File: src/hw/rtl/wtd_pkg.sv
`timescale 1ns / 1ps
// wtd_pkg: widths, candidate tables and handshake structs for the wheel-30 prime tester
// used by wtd_rem_unit, wtd_seq and wheel_trial_division_prime_test; no dependencies

package wtd_pkg;

  // magnitude of the tested word
  localparam int unsigned MAG_W      = 31;
  // trial divisor, stays below 2^16 because d*d never passes 2^30 by more than one step
  localparam int unsigned D_W        = 16;
  // partial remainder, always below the divisor
  localparam int unsigned REM_W      = D_W;
  // low part of the magnitude still to be shifted into the remainder, two bits a step
  localparam int unsigned TAIL_W     = 32;
  localparam int unsigned DIGITS     = TAIL_W / 2;
  localparam int unsigned CNT_W      = $clog2(DIGITS + 1);
  // running square of the wheel candidate
  localparam int unsigned SQ_W       = 32;
  localparam int unsigned IDX_W      = 4;
  localparam int unsigned GAP_W      = 3;
  localparam int unsigned NUM_SMALL  = 10;

  localparam logic [D_W-1:0]  WHEEL_START    = 16'd31;
  localparam logic [SQ_W-1:0] WHEEL_START_SQ = 32'd961;

  // sequencer to remainder unit
  typedef struct packed {
    logic load;
    logic step;
  } wtd_rem_ctl_t;

  // remainder unit to sequencer
  typedef struct packed {
    logic empty;  // no digit left
    logic last;   // one digit left
    logic zero;   // remainder is zero
  } wtd_rem_sts_t;

  // sequencer to top level
  typedef struct packed {
    logic idle;
    logic done;
    logic prime;
  } wtd_seq_sts_t;

  // primes below the wheel, tested first
  function automatic logic [D_W-1:0] wtd_small_prime(input logic [IDX_W-1:0] idx);
    logic [D_W-1:0] p;
    unique case (idx)
      4'd0:    p = 16'd2;
      4'd1:    p = 16'd3;
      4'd2:    p = 16'd5;
      4'd3:    p = 16'd7;
      4'd4:    p = 16'd11;
      4'd5:    p = 16'd13;
      4'd6:    p = 16'd17;
      4'd7:    p = 16'd19;
      4'd8:    p = 16'd23;
      4'd9:    p = 16'd29;
      default: p = 16'd29;
    endcase
    return p;
  endfunction

  // gaps between wheel candidates, starting from 31
  function automatic logic [GAP_W-1:0] wtd_wheel_gap(input logic [GAP_W-1:0] g);
    logic [GAP_W-1:0] gap;
    unique case (g)
      3'd0:    gap = 3'd6;
      3'd1:    gap = 3'd4;
      3'd2:    gap = 3'd2;
      3'd3:    gap = 3'd4;
      3'd4:    gap = 3'd2;
      3'd5:    gap = 3'd4;
      3'd6:    gap = 3'd6;
      default: gap = 3'd2;
    endcase
    return gap;
  endfunction

  // (d + g)^2 - d^2 = 2*g*d + g*g for the three wheel gaps
  function automatic logic [SQ_W-1:0] wtd_sq_step(input logic [D_W-1:0] d,
                                                   input logic [GAP_W-1:0] gap);
    logic [SQ_W-1:0] dw;
    logic [SQ_W-1:0] inc;
    dw = SQ_W'(d);
    unique case (gap)
      3'd2:    inc = (dw << 2) + 32'd4;
      3'd4:    inc = (dw << 3) + 32'd16;
      3'd6:    inc = (dw << 3) + (dw << 2) + 32'd36;
      default: inc = '0;
    endcase
    return inc;
  endfunction

endpackage

File: src/hw/rtl/wtd_seq.sv
`timescale 1ns / 1ps
// wtd_seq: candidate sequencer, walks small primes then the wheel and drives the remainder unit
// depends on wtd_pkg

module wtd_seq (
  input  logic                          clk_i,
  input  logic                          rst_ni,
  input  logic                          start_i,
  input  logic [wtd_pkg::MAG_W-1:0]     mag_i,
  input  logic                          ack_i,
  input  wtd_pkg::wtd_rem_sts_t         rem_sts_i,
  output wtd_pkg::wtd_rem_ctl_t         rem_ctl_o,
  output logic [wtd_pkg::REM_W-1:0]     rem_load_o,
  output logic [wtd_pkg::TAIL_W-1:0]    tail_load_o,
  output logic [wtd_pkg::CNT_W-1:0]     cnt_load_o,
  output logic [wtd_pkg::D_W-1:0]       div_load_o,
  output wtd_pkg::wtd_seq_sts_t         sts_o
);
  import wtd_pkg::*;

  typedef enum logic [4:0] {
    ST_IDLE = 5'b00001,
    ST_TEST = 5'b00010,
    ST_DIV  = 5'b00100,
    ST_NEXT = 5'b01000,
    ST_DONE = 5'b10000
  } state_e;

  state_e            state_q, state_d;
  logic [MAG_W-1:0]  mag_q, mag_d;
  logic [D_W-1:0]    div_q, div_d;
  logic [SQ_W-1:0]   sq_q, sq_d;
  logic              small_q, small_d;
  logic [IDX_W-1:0]  idx_q, idx_d;
  logic [CNT_W-1:0]  ndig_q, ndig_d;
  logic [REM_W-1:0]  pre_q, pre_d;
  logic [TAIL_W-1:0] tail_q, tail_d;
  logic              prime_q, prime_d;

  logic [REM_W+1:0]  pre_ext;
  logic [GAP_W-1:0]  gap;

  // prefix with one more digit pulled in
  assign pre_ext = {pre_q, tail_q[TAIL_W-1 -: 2]};
  assign gap     = wtd_wheel_gap(idx_q[GAP_W-1:0]);

  always_comb begin
    state_d   = state_q;
    mag_d     = mag_q;
    div_d     = div_q;
    sq_d      = sq_q;
    small_d   = small_q;
    idx_d     = idx_q;
    ndig_d    = ndig_q;
    pre_d     = pre_q;
    tail_d    = tail_q;
    prime_d   = prime_q;
    rem_ctl_o = '0;

    unique case (state_q)
      ST_IDLE: begin
        if (start_i) begin
          mag_d   = mag_i;
          div_d   = wtd_small_prime('0);
          sq_d    = '0;
          small_d = 1'b1;
          idx_d   = '0;
          ndig_d  = CNT_W'(DIGITS);
          pre_d   = '0;
          tail_d  = TAIL_W'(mag_i);
          state_d = ST_TEST;
        end
      end

      ST_TEST: begin
        priority if (mag_q < MAG_W'(2)) begin
          prime_d = 1'b0;
          state_d = ST_DONE;
        end else if (small_q && (mag_q == MAG_W'(div_q))) begin
          prime_d = 1'b1;
          state_d = ST_DONE;
        end else if (!small_q && (sq_q > SQ_W'(mag_q))) begin
          prime_d = 1'b1;
          state_d = ST_DONE;
        end else if ((ndig_q != '0) && (pre_ext < {2'b00, div_q})) begin
          // prefix still below divisor, skip one leading digit for good
          pre_d  = REM_W'(pre_ext);
          tail_d = tail_q << 2;
          ndig_d = ndig_q - CNT_W'(1);
        end else begin
          rem_ctl_o.load = 1'b1;
          state_d        = ST_DIV;
        end
      end

      ST_DIV: begin
        if (rem_sts_i.empty) begin
          state_d = ST_NEXT;
        end else begin
          rem_ctl_o.step = 1'b1;
          if (rem_sts_i.last) begin
            state_d = ST_NEXT;
          end
        end
      end

      ST_NEXT: begin
        if (rem_sts_i.zero) begin
          prime_d = 1'b0;
          state_d = ST_DONE;
        end else begin
          state_d = ST_TEST;
          if (small_q) begin
            if (idx_q == IDX_W'(NUM_SMALL - 1)) begin
              div_d   = WHEEL_START;
              sq_d    = WHEEL_START_SQ;
              small_d = 1'b0;
              idx_d   = '0;
            end else begin
              div_d = wtd_small_prime(idx_q + IDX_W'(1));
              idx_d = idx_q + IDX_W'(1);
            end
          end else begin
            div_d = div_q + D_W'(gap);
            sq_d  = sq_q + wtd_sq_step(div_q, gap);
            idx_d = {1'b0, idx_q[GAP_W-1:0] + GAP_W'(1)};
          end
        end
      end

      ST_DONE: begin
        if (ack_i) begin
          state_d = ST_IDLE;
        end
      end

      default: begin
        state_d = ST_IDLE;
      end
    endcase
  end

  always_ff @(posedge clk_i or negedge rst_ni) begin
    if (!rst_ni) begin
      state_q <= ST_IDLE;
    end else begin
      state_q <= state_d;
    end
  end

  always_ff @(posedge clk_i) begin
    mag_q   <= mag_d;
    div_q   <= div_d;
    sq_q    <= sq_d;
    small_q <= small_d;
    idx_q   <= idx_d;
    ndig_q  <= ndig_d;
    pre_q   <= pre_d;
    tail_q  <= tail_d;
    prime_q <= prime_d;
  end

  assign rem_load_o  = pre_q;
  assign tail_load_o = tail_q;
  assign cnt_load_o  = ndig_q;
  assign div_load_o  = div_q;

  assign sts_o.idle  = (state_q == ST_IDLE);
  assign sts_o.done  = (state_q == ST_DONE);
  assign sts_o.prime = prime_q;

`ifndef ASSERT_OFF
  a_prefix_below_div: assert property (@(posedge clk_i) disable iff (!rst_ni)
    rem_ctl_o.load |-> (pre_q < div_q))
    else $error("remainder loaded with prefix not below divisor");

  a_square_tracks: assert property (@(posedge clk_i) disable iff (!rst_ni)
    ((state_q == ST_TEST) && !small_q) |-> (sq_q == (SQ_W'(div_q) * SQ_W'(div_q))))
    else $error("running square out of step with candidate");

  a_div_rising: assert property (@(posedge clk_i) disable iff (!rst_ni)
    ((state_q == ST_NEXT) && !rem_sts_i.zero) |=> (div_q > $past(div_q)))
    else $error("candidate did not advance");
`endif

endmodule
File: config.mk
export PLATFORM = sky130hd
export DESIGN_NAME = wtd_seq
export DESIGN_NICKNAME = d
export VERILOG_FILES = /design/src/hw/rtl/wtd_pkg.sv /design/src/hw/rtl/wtd_seq.sv
export SDC_FILE = /design/constraint.sdc
export NUM_CORES = 1
export LEC_CHECK = 0
export BUFFER_PORTS_ARGS = -buffer_cell sky130_fd_sc_hd__buf_2
export CORE_ASPECT_RATIO = 0.75
export CORE_MARGIN = 2
export CORE_UTILIZATION = 52
export CTS_CLUSTER_DIAMETER = 200
export DETAILED_ROUTE_END_ITERATION = 6
export PLACE_DENSITY = 0.72
export SYNTH_ARGS = -nofsm -noshare
export SYNTH_HDL_FRONTEND = slang
export SYNTH_SLANG_ARGS = --single-unit
File: constraint.sdc
create_clock -name clk_i -period 6.5 [get_ports clk_i]
set_clock_uncertainty 0.2 [all_clocks]
set_input_delay 0.975 -clock clk_i [delete_from_list [all_inputs] [get_ports clk_i]]
set_output_delay 0.975 -clock clk_i [all_outputs]
set_load 0.05 [all_outputs]
# --- Word level (Yosys, flattened, before mapping) ---
# Memory sizes are Yosys's and may differ from the RTL's.
# Cells that the tools add are included.
op_classes:
  reduce_logical: 17
  order_cmp: 3
  n_addsub: 9
  mux: 65
  eq_ne: 26
op_table:
  columns: ["operator", "n"]
  rows:
  - ["$mux 32", 12]
  - ["$mux 16", 9]
  - ["$pmux 32 s2", 2]
  - ["$mux 5", 14]
  - ["$pmux 16 s2", 2]
  - ["$pmux 21 s3", 1]
  - ["$add 32x32->32", 1]
  - ["$gt 32x31->1", 1]
  - ["$eq 31x16->1", 1]
  - ["$lt 31x2->1 const B", 1]
  - ["$pmux 5 s5", 1]
  - ["$add 20x6->21 const B", 1]
  - ["$add 19x18->20", 1]
  - ["$add 19x5->20 const B", 1]
  - ["$add 18x3->19 const B", 1]
  - ["$lt 18x16->1", 1]
  - ["$add 16x3->16", 1]
  - ["$mux 4", 4]
  - ["$ne 2x2->1 const B", 8]
  - ["$mux 1", 15]
  - ["$eq 3x3->1 const B", 4]
  - ["$pmux 5 s2", 1]
  - ["$pmux 4 s2", 1]
  - ["$reduce_and 4->1", 2]
  - ["other kinds (26)", 34]
totals:
  n_memories: 1
  elab_cells: 131
  reg_bits: 143
  rom_bits: 80
  output_inout_bits: 74
  inputBits: 38
memory_table:
  columns: ["memory", "depth", "width", "read_ports", "rd_clocked_by_memory_dff", "wr", "line_no", "text"]
  rows:
  - ["(no name shown)", 16, 5, 1, 0, 0, "wtd_pkg.sv:49", "unique case (idx)"]

# --- Depth between registers and ports, before layout ---
depth:
  word_depth: 12
  mapped_depth: 19
  mapped_depth_nobuf: 19

# --- Least setup slack after synthesis ---
# Ideal clock, no wire load.
synth_path:
  kind: "register -> register"
  start: "register div_q[11] (netlist: div_load_o[11])"
  end: "register ndig_q[0] (netlist: cnt_load_o[0]), enable pin"
  slack_ns: 1.177
  arrival_time_ns: 4.649
  synth_period_minus_slack_ns: 5.323
  required_time_ns: 5.825
  path_stages_with_launch: 11
  path_cell_list: "edfxtp_1 -> clkbuf_1 -> inv_1 -> ha_1 -> o211ai_1 -> nand2_1 -> nand4_1 -> nor2_1 -> a2111oi_0 -> o31ai_1 -> o21bai_1"
synth_between:
  elab_chain_cells: 4
  word_cells_on_any_way: 7
  cone_classes: "1 x order compare; 3 x eq/ne; 3 x reduce/logical"
synth_rtl:
  columns: ["element", "line_no", "text"]
  rows:
  - ["start, declared", "wtd_seq.sv:31", "logic [D_W-1:0] div_q, div_d;"]
  - ["start signal, assigned", "wtd_seq.sv:153", "div_q <= div_d;"]
  - ["$lt 18x16->1 / $eq 31x16->1 (equally long branches)", "wtd_seq.sv:85, wtd_seq.sv:79", null]
  - ["$logic_and 1x1->1, on equally long branches", "wtd_seq.sv:85, wtd_seq.sv:79", null]
  - ["$ne 2x2->1 (no source line)", null, null]
  - ["$reduce_and 6->1 (no source line) *", null, null]
  - ["end signal, assigned", "wtd_seq.sv:157", "ndig_q <= ndig_d;"]
  - ["end, declared", "wtd_seq.sv:35", "logic [CNT_W-1:0] ndig_q, ndig_d;"]
# Mark *: on every way between the ends. The rest lies on a longest branch, timed or not.
# A chain may end at the register's enable or synchronous reset.

# --- Final worst setup path ---
layout_path:
  start: "register div_q[1] (netlist: div_load_o[1])"
  end: "register sq_q[25], data pin"
layout_between:
  elab_chain_cells: 10
  word_cells_on_any_way: 12
  cone_classes: "5 x add/sub; 7 x mux"
layout_rtl:
  columns: ["element", "line_no", "text"]
  rows:
  - ["$add 19x18->20", "wtd_pkg.sv:90", "3'd6: inc = (dw << 3) + (dw << 2) + 32'd36;"]
  - ["$add 20x6->21", "wtd_pkg.sv:90", null]
  - ["$pmux 21 s3 *", "wtd_pkg.sv:87", "unique case (gap)"]
  - ["$mux 32 *", "wtd_seq.sv:113", "if (small_q) begin"]
  - ["$mux 32 *", "wtd_seq.sv:108", "if (rem_sts_i.zero) begin"]
  - ["$mux 32 *", "wtd_seq.sv:60", "unique case (state_q)"]
  - ["$add 32x32->32 *", "wtd_seq.sv:125", "sq_d = sq_q + wtd_sq_step(div_q, gap);"]
  - ["$mux 32 *", "wtd_seq.sv:113", null]
  - ["$mux 32 *", "wtd_seq.sv:108", null]
  - ["$pmux 32 s2 *", "wtd_seq.sv:60", null]
  - ["end signal, assigned", "wtd_seq.sv:154", "sq_q <= sq_d;"]
  - ["end, declared", "wtd_seq.sv:32", "logic [SQ_W-1:0] sq_q, sq_d;"]
# Mark *: on every way between the ends. The rest lies on a longest branch, timed or not. The select of a mux whose other input is x is not followed.

==> impl_metrics.yaml <==
layout:
  final_cell_mix: "nand2_1 (154), edfxtp_1 (137), buf_2 (111)"
  finalNonFillerCells: 1401
  finalNetCount: 1289
  layout-drive-gt1-share: 0.1412
  antenna_cells: 0
  area_delta_synth_final_pct: 14.70
  layout_commonest_cell: "nand2_1"
  fill_cells: 1579
  fin_util: 0.6126
logic_synthesis:
  syn_area_per_cell_um2: 9.615
  ys_seq_area_frac: 0.4265
  synth_ff_type: "edfxtp_1"
  syn_inst: 1034
  syn-num-nets: 1182
  async_flop_share: 0.03521
  synth_seq_cells: 142
  synth_edf_count: 137
  syn_area_mm2: 0.009942
  synth_cell_type_count: 60
  ys_warn_count: 0
critical_path:
  endpoint_kind: "flop"
  critPathRequiredTime_ns: 6.47
  slowest_delay_ns: 0.60
  critPathSlowestCell: "edfxtp_1"
  path_buf_inv: 0
  crit_top_cell: "ha_1"
  path_delay_family: "compound AO/OA/AOI/OAI gates"
  cp_cell_sequence: "ha_1 > ha_1 > o21ai_0 > o21ai_0 > a31oi_1 > a211oi_1 > a21oi_1 > xor2_1 > a21oi_1 > ha_1 > a21o_1 > a21o_1 > a221o_1 > o21ai_4 > nor3_2 > mux2_4"
  critPathKind: "flop to flop"
  path_max_fanout: 12
  crit_arrival_ns: 5.18
  start_kind: "flop"
floorplanning:
  dieArea_mm2: 0.02025
  chipWidth_um: 163.7
  rows: 43
  floorplan.initialDensity: 0.5341
  die_y_um: 123.7
  design.core.area_mm2: 0.01862
  io_pins: 112
run:
  cap_violations: 0
placed_design:
  dp.cells: 1369
  dp_hpwl_mm: 20.16
  portBuffers: 111
  globalplace.congestion: 0.9224
  dp_slack_ns: 1.391
clocking:
  cts_buffers: 17
  cts-root-buf: "clkbuf_16"
  worstSkewPairLatency_ns: 0.43
  cts_tree: "yes"
  htreeDepth: 4
  cts_hold_buf: 0
  cts_buffer_depth: 2
  path_clk_slew_ns: 0.07
  numClockSinks: 142
  cts_setup_buffers: 0
  cts_resized: 0
route:
  vias: 8236
  drt-total-wl_mm: 26.81
  post_drt_wl_per_cell_um: 19.13
  drc: 0
  antenna_left: 0
  first_iter_violations: 871
  drt_first_pass_iters: 6
  via_per_inst: 5.879
timing:
  maxSlewViolCount: 0
  setup_tns_ns: 0
  setup_ws_ns: 1.290
  tightest_slew_ns: 1.064
  hold_viol_final: 0
  finalCritPeriodShare: 0.8016
  rsz0062_at_grt: "false"
  fmax_mhz: 191.9
  setup_viol: 0
  max-slew-margin-rel: 0.2904
  timing.final.crit_period_ns: 5.210
min_path:
  hp-class: "primary input to async pin"
global_routing:
  grt_max_degree: 51
  grt.total_usage: 0.2724
  grt_pass1_vias: 7598
  grt_pass1_wl_mm: 41.97
  antenna_found_initial: 1
  overflow: 0
outcome:
  status: "finished, final reports clean"
## per-layer routing
layer  up-vias  share of wire  track usage
met1      3925           0.49       0.4177
li1       3952              -            -
met3        33          0.089      0.06960
met5         -        0.00048            0
met2       324           0.41       0.3858
met4         2          0.012      0.05866
## cell type report
type	count	area (um2)	area share
flip-flops and latches	142	4240	0.3718
inverters	69	259.0	0.02271
well taps	247	309.0	0.02710
clock buffers	17	425.4	0.03731
repair buffers	118	608.1	0.05332
clock inverters	15	200.2	0.01756
multi-input cells	793	5361	0.4702
## stage by stage
step                cell area (um2)  hold slack, ns
detailed placement            10780          0.3203
global placement              10780          0.3139
global route                  11400          0.1461
floorplan                      9942          0.3557
finish                        11400          0.1483
CTS                           11400          0.1332
## state kept, by name (all words and copies together) (netlist names)
register / cells
cnt_load_o: 5
div_load_o: 16
small_q: 1
idx_q: 4
rem_load_o: 16
mag_q: 31
state_q: 5
sq_q: 31
tail_load_o: 32
prime_q: 1
## cells by family after synthesis
group                      count (synthesis)  synth area share
adders and majority gates                110            0.1399
muxes                                      7          0.007802
DFF                                      142            0.4265
AOI/OAI and AO/OA                        192            0.1255
and+or+nand+nor                          395            0.1841
xor gates and xnor gates                  89           0.07840
buffers and inverters                     99           0.03776
## final timing paths
check | start | to | slack, ns | depth (start not counted)
max | div_load_o[1] | sq_q[25] | 1.29 | 16
min in group clk_i | tail_load_o[21] | tail_load_o[23] | 0.33 | 2
min | rst_ni | state_q[2] | 0.15 | 1
max reg2reg | div_load_o[1] | sq_q[25] | 1.29 | 16
max in group asynchronous | rst_ni | state_q[0] | 5.74 | 1
min reg2reg | tail_load_o[21] | tail_load_o[23] | 0.33 | 2
## worst register-to-register path, delay by kind of cell (launching register included)
| kind | cells | cell delay (ns) |
|---|---|---|
| AO/OA/AOI/OAI | 10 | 2.48 |
| XOR/XNOR | 1 | 0.16 |
| multiplexers | 1 | 0.30 |
| adder cells (fa/ha/maj) | 3 | 1.14 |
| flip-flops | 1 | 0.60 |
| AND/OR/NAND/NOR | 1 | 0.08 |
## cell usage after synthesis (all sizes together) (5+ instances only)
cell,instances,area share
nand4,16,0.010
nor2,89,0.034
o21ai,41,0.022
nand2,154,0.058
and3,10,0.0063
a211oi,17,0.013
inv,69,0.026
nand3,32,0.016
nor3,24,0.013
nor4,9,0.0057
edfxtp,137,0.41
o211ai,23,0.017
ha,108,0.14
xnor2,50,0.044
and2,20,0.013
clkbuf,27,0.010
a31oi,5,0.0031
xor2,39,0.034
or3,7,0.0044
nor3b,5,0.0038
a21o,13,0.0098
nand3b,6,0.0045
o21a,5,0.0038
a21oi,56,0.028
nor2b,9,0.0057
Power is left out: the tool's default activity adds up to more than one toggle a clock period on the data nets, which glitch-free logic cannot reach.
